### config.mk
export PLATFORM = sky130hd
export DESIGN_NAME = brci_ctrl
export DESIGN_NICKNAME = d
export VERILOG_FILES = /design/src/brci_pkg.sv /design/src/brci_ctrl.sv
export SDC_FILE = /design/constraint.sdc
export NUM_CORES = 1
export LEC_CHECK = 0
export BUFFER_PORTS_ARGS = -buffer_cell sky130_fd_sc_hd__buf_2
export CAP_MARGIN = 25
export CORE_AREA = 2 2 95 51
export CTS_CLUSTER_DIAMETER = 80
export DETAILED_ROUTE_END_ITERATION = 10
export DIE_AREA = 0 0 97 53
export PLACE_DENSITY = 0.43
export SYNTH_ARGS = -nofsm -noshare
export SYNTH_HDL_FRONTEND = slang
export SYNTH_SLANG_ARGS = --single-unit
### constraint.sdc
create_clock -name clk -period 2.08 [get_ports clk]
set_input_delay 0 -clock clk [delete_from_list [all_inputs] [get_ports clk]]
set_output_delay 0 -clock clk [all_outputs]
set_load 0.03 [all_outputs]
### src/brci_pkg.sv
// shared types and constants for the barycentric row color interpolator
package brci_pkg;

  localparam int MAX_SPAN_DEF   = 64;
  localparam int COORD_BITS_DEF = 12;

  localparam int CFG_IDX_W = 3;
  localparam int CFG_W     = 64;
  localparam int CNT_W     = 7;

  // multiply-accumulate pairs: u, v, then start and step for each of 4 channels
  localparam int NUM_PAIRS = 10;
  localparam int PAIR_W    = 4;
  localparam int SEQ_W     = 5;

  localparam logic [PAIR_W-1:0] PAIR_U = 4'd0;
  localparam logic [PAIR_W-1:0] PAIR_V = 4'd1;

  typedef enum logic [CFG_IDX_W-1:0] {
    REG_CV0 = 3'd0,
    REG_CV1 = 3'd1,
    REG_CV2 = 3'd2,
    REG_MU  = 3'd3,
    REG_MV  = 3'd4,
    REG_MO  = 3'd5
  } cfg_idx_t;

  typedef struct packed {
    logic              load;
    logic              mul_en;
    logic              first;
    logic [PAIR_W-1:0] pair;
    logic              wb_en;
    logic [PAIR_W-1:0] wb_pair;
    logic              issue;
    logic              issue_last;
  } cmd_t;

  typedef struct packed {
    logic adv;
  } stat_t;

endpackage

### src/brci_ctrl.sv
// sequencer: setup multiply-accumulate schedule and per-pixel issue
module brci_ctrl #(
  parameter int MAX_SPAN = brci_pkg::MAX_SPAN_DEF
) (
  input  logic                          clk,
  input  logic                          rst,
  input  logic                          in_valid,
  output logic                          in_ready,
  input  logic [brci_pkg::CNT_W-1:0]    span_count,
  input  brci_pkg::stat_t               stat,
  output brci_pkg::cmd_t                cmd
);

  typedef enum logic [2:0] {
    S_IDLE  = 3'b001,
    S_SETUP = 3'b010,
    S_PIX   = 3'b100
  } state_t;

  localparam logic [brci_pkg::SEQ_W-1:0] SEQ_END = brci_pkg::SEQ_W'(2 * brci_pkg::NUM_PAIRS);
  localparam logic [brci_pkg::CNT_W-1:0] MAX_CNT = brci_pkg::CNT_W'(MAX_SPAN);

  state_t                       state, state_next;
  logic [brci_pkg::SEQ_W-1:0]   seq, seq_next;
  logic [brci_pkg::CNT_W-1:0]   left, left_next;
  logic [brci_pkg::CNT_W-1:0]   count_cl;

  assign count_cl = (span_count > MAX_CNT) ? MAX_CNT : span_count;
  assign in_ready = (state == S_IDLE);

  always_comb begin
    state_next = state;
    seq_next   = seq;
    left_next  = left;
    cmd        = '0;
    unique case (state)
      S_IDLE: begin
        if (in_valid) begin
          cmd.load  = 1'b1;
          seq_next  = '0;
          left_next = count_cl;
          if (count_cl != '0) state_next = S_SETUP;
        end
      end
      S_SETUP: begin
        cmd.mul_en  = (seq != SEQ_END);
        cmd.first   = ~seq[0];
        cmd.pair    = seq[brci_pkg::SEQ_W-1:1];
        cmd.wb_en   = (seq >= brci_pkg::SEQ_W'(2)) && !seq[0];
        cmd.wb_pair = seq[brci_pkg::SEQ_W-1:1] - brci_pkg::PAIR_W'(1);
        seq_next    = seq + brci_pkg::SEQ_W'(1);
        if (seq == SEQ_END) state_next = S_PIX;
      end
      S_PIX: begin
        cmd.issue      = stat.adv;
        cmd.issue_last = (left == brci_pkg::CNT_W'(1));
        if (stat.adv) begin
          left_next = left - brci_pkg::CNT_W'(1);
          if (left == brci_pkg::CNT_W'(1)) state_next = S_IDLE;
        end
      end
      default: state_next = S_IDLE;
    endcase
  end

  always_ff @(posedge clk) begin
    if (rst) begin
      state <= S_IDLE;
      seq   <= '0;
      left  <= '0;
    end else begin
      state <= state_next;
      seq   <= seq_next;
      left  <= left_next;
    end
  end

endmodule

==> qor.yml, run 1 <==
seq_area_um2: 300
setup_slack_ns: 0.387
layout_min_cycle_time_ns: 1.69
dp_hpwl_mm: 2.08
wirelength_mm: 2.70
post-route-util_pct: 29.4
finalSetupViolCount: 0
hold_buffers: 0
die_h_um: 53
dp_slack_ns: 0.411
clock_sinks: 15
maxCapViolCount: 0
r2r-end: "left[4]$_SDFFE_PP0P_"
ys_ff_latch: 15
cts_tree: "built"
ant_nets: 0
synthFlopType: "dfxtp_1"
final_common_cell: "buf_2"
grtUsageTotal_pct: 10.8
status: "finished, final reports clean"
peakVddDrop_uv: 205
cts.clk_slew.worst_paths_ns: 0.06
num_io_pins: 26
min_to: "state[0]$_SDFFE_PP1P_"
grt_pass1_vias: 897
grt_max_degree: 15
multi_input_area_um2: 671
min_path_type: "in2reg"
die_w_um: 97
slew_viol_final: 0
fill_cells: 461
antenna_found_initial: 0
fmax_ghz: 0.591
synthesis.area_mm2: 0.00104
gp_congestion: 0.840
synthCells: 129
slew_headroom_pct: 65.3
cp-start-kind: "register"
timing.rr.start: "left[0]$_SDFFE_PP0P_"
drive_above_1_share_pct: 27.3
hold_start: "in_valid"
arrival_ns: 1.82
required_ns: 2.21
vias: 1016
syn-num-nets: 147
path_max_fanout: 4
yosys.area.top_type: "dfxtp_1"
endpoint_kind: "register"
grt_pass1_wl_mm: 4.37
final_nets: 173
whs_path_depth: 4
synth_edf_count: 0
async_flop_share_pct: 0
clock_skew_ns: 0.00141
finalCritPeriodShare_pct: 81.4
cts_root_buf: "clkbuf_8"
p_leak_uw: 0.000522
clkLatencyLatePin_ns: 0.25
drtIter0Drc: 89
first_pass_iters: 4
fp.dieArea_mm2: 0.00514
cts_resized: 0
port_buffers: 25
yosys_warnings: 0
ys_seq_area_share_pct: 29.0
drc: 0
coreArea_mm2: 0.00428
ys_top_cells_by_area: "dfxtp_1 29%, ha_1 8.5%, a21oi_1 6.3%, nor2_1 5.8%, nor3b_1 3.6%"
synth_top_area_share_pct: 29.0
p_per_area_mw_per_mm2: 595
regToRegSetupSlack_ns: 0.39
cts-buffers-inserted: 3
wl_per_cell_um: 12.8
start_util_pct: 24.2
syn_avg_cell_area_um2: 8.03
vias_per_cell: 4.82
layout_common_cells: "25 x buf_2, 16 x nor2_1, 15 x dfxtp_1"
insertedDiodeCount: 0
rsz0062_at_grt: "no"
grt-ovfl-total: 0
hold_violations: 0
cts_buffer_depth: 2
tightest_slew_ns: 0.519
synthDistinctLibCells: 37
num_rows: 17
post-cts-setup-buffer-count: 0
htreeDepth: 1
area_growth_syn_to_layout_pct: 21.1
fin_tns_setup_ns: 0
path_class: "reg2reg"
reg2reg_depth: 6
## sequential cells by signal, summed over array words and instances, names as in the netlist
name and count:
left 7, seq 5, state 3
## how the worst max path moves through the flow
stage          depth (start not counted)                  start  slack (ns)                    end
2_1_floorplan                          3  state[0]$_SDFFE_PP1P_        0.35  state[2]$_SDFFE_PP0P_
3_3_place_gp                           6   left[0]$_SDFFE_PP0P_        0.47   left[4]$_SDFFE_PP0P_
3_5_place_dp                           6   left[0]$_SDFFE_PP0P_        0.41   left[4]$_SDFFE_PP0P_
4_1_cts                                6   left[0]$_SDFFE_PP0P_        0.38   left[4]$_SDFFE_PP0P_
5_1_grt                                6   left[0]$_SDFFE_PP0P_        0.19   left[4]$_SDFFE_PP0P_
6_report                               6   left[0]$_SDFFE_PP0P_        0.39   left[4]$_SDFFE_PP0P_
## cells in the mapped netlist (2+ instances only)
cell,n
a211oi_1,2
a21oi_1,13
a21oi_2,3
a31oi_1,2
and2_1,4
and3_1,4
buf_4,3
dfxtp_1,15
ha_1,7
inv_1,9
nand2_1,3
nand3_1,3
nand4_1,2
nor2_1,16
nor3_1,6
nor3b_1,5
nor3b_2,2
o21ai_0,6
o21ai_1,4
or3b_1,2
xnor2_1,2
## critical path: stages, from the launching register on
cell      delay [ns]
dfxtp_1         0.34
inv_1           0.11
ha_1            0.21
nor3b_1         0.47
a21oi_2         0.11
a211oi_1        0.27
a211oi_2        0.07
## routing by layer
metal  routed length (µm)  track usage, %  part of all wire [%]
met5                    0               0                     0
met4                    0            2.11                     0
met2                 1020            13.8                    38
met1                 1550            16.5                    57
met3                  135            3.96                   5.0
## cell type report
cell class                      instances  share of cell area, %
Multi-Input combinational cell        100                   53.4
Sequential cell                        15                   23.9
Timing Repair Buffer                   26                   10.6
Tap cell                               57                   5.68
Clock buffer                            3                   3.29
Inverter                                9                   2.69
Clock inverter                          1                  0.399
## metrics by stage
stage               cell area [µm²]  cells  total power [µW]  hold WS [ns]
global placement               1210    207               514         0.321
floorplan                      1040    129               456        0.0662
global route                   1250    211               795        0.0778
finish                         1250    211               747        0.0708
CTS                            1250    211               758        0.0681
detailed placement             1210    207               511         0.327
## where the power goes
part	leakage (µW)	internal, µW	switching, µW	total (µW)
clock	0.0000255	133	107	239
sequential	0.000122	306	21.5	327
combinational	0.000374	61.5	119	180
total	0.000522	500	247	747
## kinds of logic after synthesis
kind of cell	share of synthesized area [%]
xor gates and xnor gates	1.69
buffers and inverters	6.28
and+or+nand+nor	29.3
AOI/OAI and AO/OA	25.2
adders and majority gates	8.45
DFF	29.0
(Power assumes the default switching activity.)
==> inputs of run 2 (changes only) <==
--- a/config.mk
+++ b/config.mk
@@ -11,7 +11,7 @@
 export CTS_CLUSTER_DIAMETER = 80
 export DETAILED_ROUTE_END_ITERATION = 10
 export DIE_AREA = 0 0 97 53
-export PLACE_DENSITY = 0.43
+export PLACE_DENSITY = 0.44
 export SYNTH_ARGS = -nofsm -noshare
 export SYNTH_HDL_FRONTEND = slang
 export SYNTH_SLANG_ARGS = --single-unit
==> constraint.sdc (replaced) <==
create_clock -name clk -period 1.5 [get_ports clk]
set_input_delay 0 -clock clk [delete_from_list [all_inputs] [get_ports clk]]
set_output_delay 0 -clock clk [all_outputs]
set_load 0.03 [all_outputs]
==> run 2 against run 1 <==
Clock skew rose by 0.0029 ns. Cell count grew 6.6%. First-iteration DRC count decreased by 6.7%. Critical path type is now reg2out. Utilization rose by 5.9 points. Worst setup slack lost 0.36 ns. Power increased by 50%. Register-to-register slack worse by 0.32 ns. Global-route usage grew 1.2 points. Combinational power rose by 86%.
==> qor.yml, run 2 (synthesis gave the netlist of run 1 again) <==
wirelength_mm: 3.15  # was 2.70 mm
cp-start-kind: "register"  # unchanged
dp_slack_ns: -0.00337  # was 0.411 ns
port_buffers: 25  # unchanged
vias: 1093  # was 1016
slew_headroom_pct: 76.9  # was 65.3%
critPathMaxStageDelay_ns: 0.46  # was 0.47 ns
dp_hpwl_mm: 2.32  # was 2.08 mm
clkLatencyLatePin_ns: 0.25  # about the same
ant_nets: 0  # unchanged
crit_chain: "or3b_4 -> buf_6 -> nor2_4 -> buf_6"  # was inv_1 -> ha_1 -> nor3b_1 -> a21oi_2 -> a211oi_1 -> a211oi_2
fin_tns_setup_ns: 0  # unchanged
fin_cells: 225  # was 211
clock_skew_ns: 0.00431  # was 0.00141 ns
cts_root_buf: "clkbuf_8"  # unchanged
placedCellCount: 218  # was 207
cts-buffers-inserted: 3  # unchanged
grt-ovfl-total: 0  # unchanged
finalCritPeriodShare_pct: 98.3
required_ns: 1.50  # was 2.21 ns
path_class: "reg2out"  # was reg2reg
grtUsageTotal_pct: 12.0  # was 10.8%
cts_tree: "built"  # unchanged
hold_violations: 0  # unchanged
p_leak_uw: 0.000604  # was 0.000522 µW
insertedDiodeCount: 0  # unchanged
grt_max_degree: 15  # unchanged
num_io_pins: 26  # unchanged
hold_ws_ns: 0.0794  # was 0.0708 ns
cts.clk_slew.worst_paths_ns: 0.06  # about the same
cts_buffer_depth: 2  # unchanged
arrival_ns: 1.47  # was 1.82 ns
htreeDepth: 1  # unchanged
coreArea_mm2: 0.00428  # unchanged
clock_sinks: 15  # unchanged
p_per_area_mw_per_mm2: 742  # was 595 mW/mm²
layout_min_cycle_time_ns: 1.47
die_w_um: 97  # unchanged
finalSetupViolCount: 0  # unchanged
peakVddDrop_uv: 244  # was 205 µV
layout_common_cells: "17 x buf_2, 14 x buf_4, 13 x a21oi_1"  # was 25 x buf_2, 16 x nor2_1, 15 x dfxtp_1
cp_common_cell: "buf_6"
antenna_found_initial: 0  # unchanged
setup_slack_ns: 0.0260  # was 0.387 ns
slew_viol_final: 0  # unchanged
vias_per_cell: 4.86  # was 4.82
area_growth_syn_to_layout_pct: 45.5  # was 21.1%
fp.dieArea_mm2: 0.00514  # unchanged
status: "finished, final reports clean"  # unchanged
endpoint_kind: "output port"  # was register
min_path_type: "in2reg"  # unchanged
drc: 0  # unchanged
grt_pass1_vias: 897  # unchanged
final_nets: 187  # was 173
largest_reg_flops: 7  # unchanged
die_h_um: 53  # unchanged
drtIter0Drc: 83  # was 89
drive_above_1_share_pct: 45.8  # was 27.3%
wl_per_cell_um: 14.0  # was 12.8 µm
final_common_cell: "buf_2"  # unchanged
tightest_slew_ns: 0.342  # was 0.519 ns
crit_slowest_cell: "or3b_4"  # was nor3b_1
grt_pass1_wl_mm: 4.84  # was 4.37 mm
first_pass_iters: 4  # unchanged
cp_num_buf_inv: 2  # was 1
fmax_ghz: 0.678
maxCapViolCount: 0  # unchanged
crit_family: "simple AND/OR/NAND/NOR gates"  # unchanged
num_rows: 17  # unchanged
rsz0062_at_grt: "yes"  # was no
start_util_pct: 24.2  # unchanged
max_flop_register: "left"  # unchanged
path_max_fanout: 8  # was 4
reg.largest.list: "left: 7 flops, seq: 5 flops, state: 3 flops"  # unchanged
gp_congestion: 0.899  # was 0.840
-- run 2: cell count changes in the layout (fill, tap and decap cells not counted), sizes merged --
cell    before  now
clkbuf       3    5
clkinv       1    0
buf         26   39
-- run 2: path summary, 6_finish.rpt --
path | start | endpoint | slack (ns) | cells after the start
setup / recovery | state[1]$_SDFFE_PP0P_ | cmd[3] | 0.03 | 4
hold / removal | in_valid | state[0]$_SDFFE_PP1P_ | 0.08 | 4
setup reg to reg | state[1]$_SDFFE_PP0P_ | seq[2]$_SDFFE_PP0P_ | 0.07 | 5
hold reg to reg | left[6]$_SDFFE_PP0P_ | left[6]$_SDFFE_PP0P_ | 0.48 | 2
-- run 2: metal layers --
metal  GRT usage (%)  up-vias  share of wire, %
li1                -      548                 -
met1            18.4      519                54
met2            16.0       24                41
met3            3.83        2               4.8
met4            2.11        0              0.60
met5               0        -                 0
-- run 2: area by class of cell --
| cell class | count | area (µm²) |
|---|---|---|
| fill | 444 | 2770 |
| multi-input combinational | 100 | 754 |
| sequential | 15 | 315 |
| timing repair buffer | 40 | 288 |
| tap | 57 | 71.3 |
| clock buffer | 4 | 45.0 |
| inverter | 9 | 33.8 |
-- run 2: repair_timing --
item	CTS	global route
resized for setup	14	32
setup buffers	2	1
pin swaps	0	1
hold buffers	0	0
endpoints found under the setup margin	11	14
-- run 2: worst register-to-register path: stages (launching register included) --
cell and delay [ns]:
dfxtp_4 0.37, or3b_4 0.46, buf_6 0.16, o21ai_0 0.14, nor2_1 0.06, nor3_1 0.16
-- run 2: per-stage QoR --
| stage | utilization, % | total power (µW) | instance area [µm²] |
|---|---|---|---|
| 2_1_floorplan | - | 635 | 1050 |
| 3_3_place_gp | 30.4 | 764 | 1300 |
| 3_5_place_dp | 30.4 | 762 | 1300 |
| 4_1_cts | 32.6 | 1110 | 1390 |
| 5_1_grt | 35.3 | 1170 | 1510 |
| 6_report | 35.3 | 1120 | 1510 |
-- run 2: where the power goes --
group | leakage [µW] | switching [µW] | internal [µW]
clock network | 0.0000228 | 139 | 188
registers | 0.000126 | 32.4 | 425
logic | 0.000456 | 194 | 141
total | 0.000604 | 365 | 754
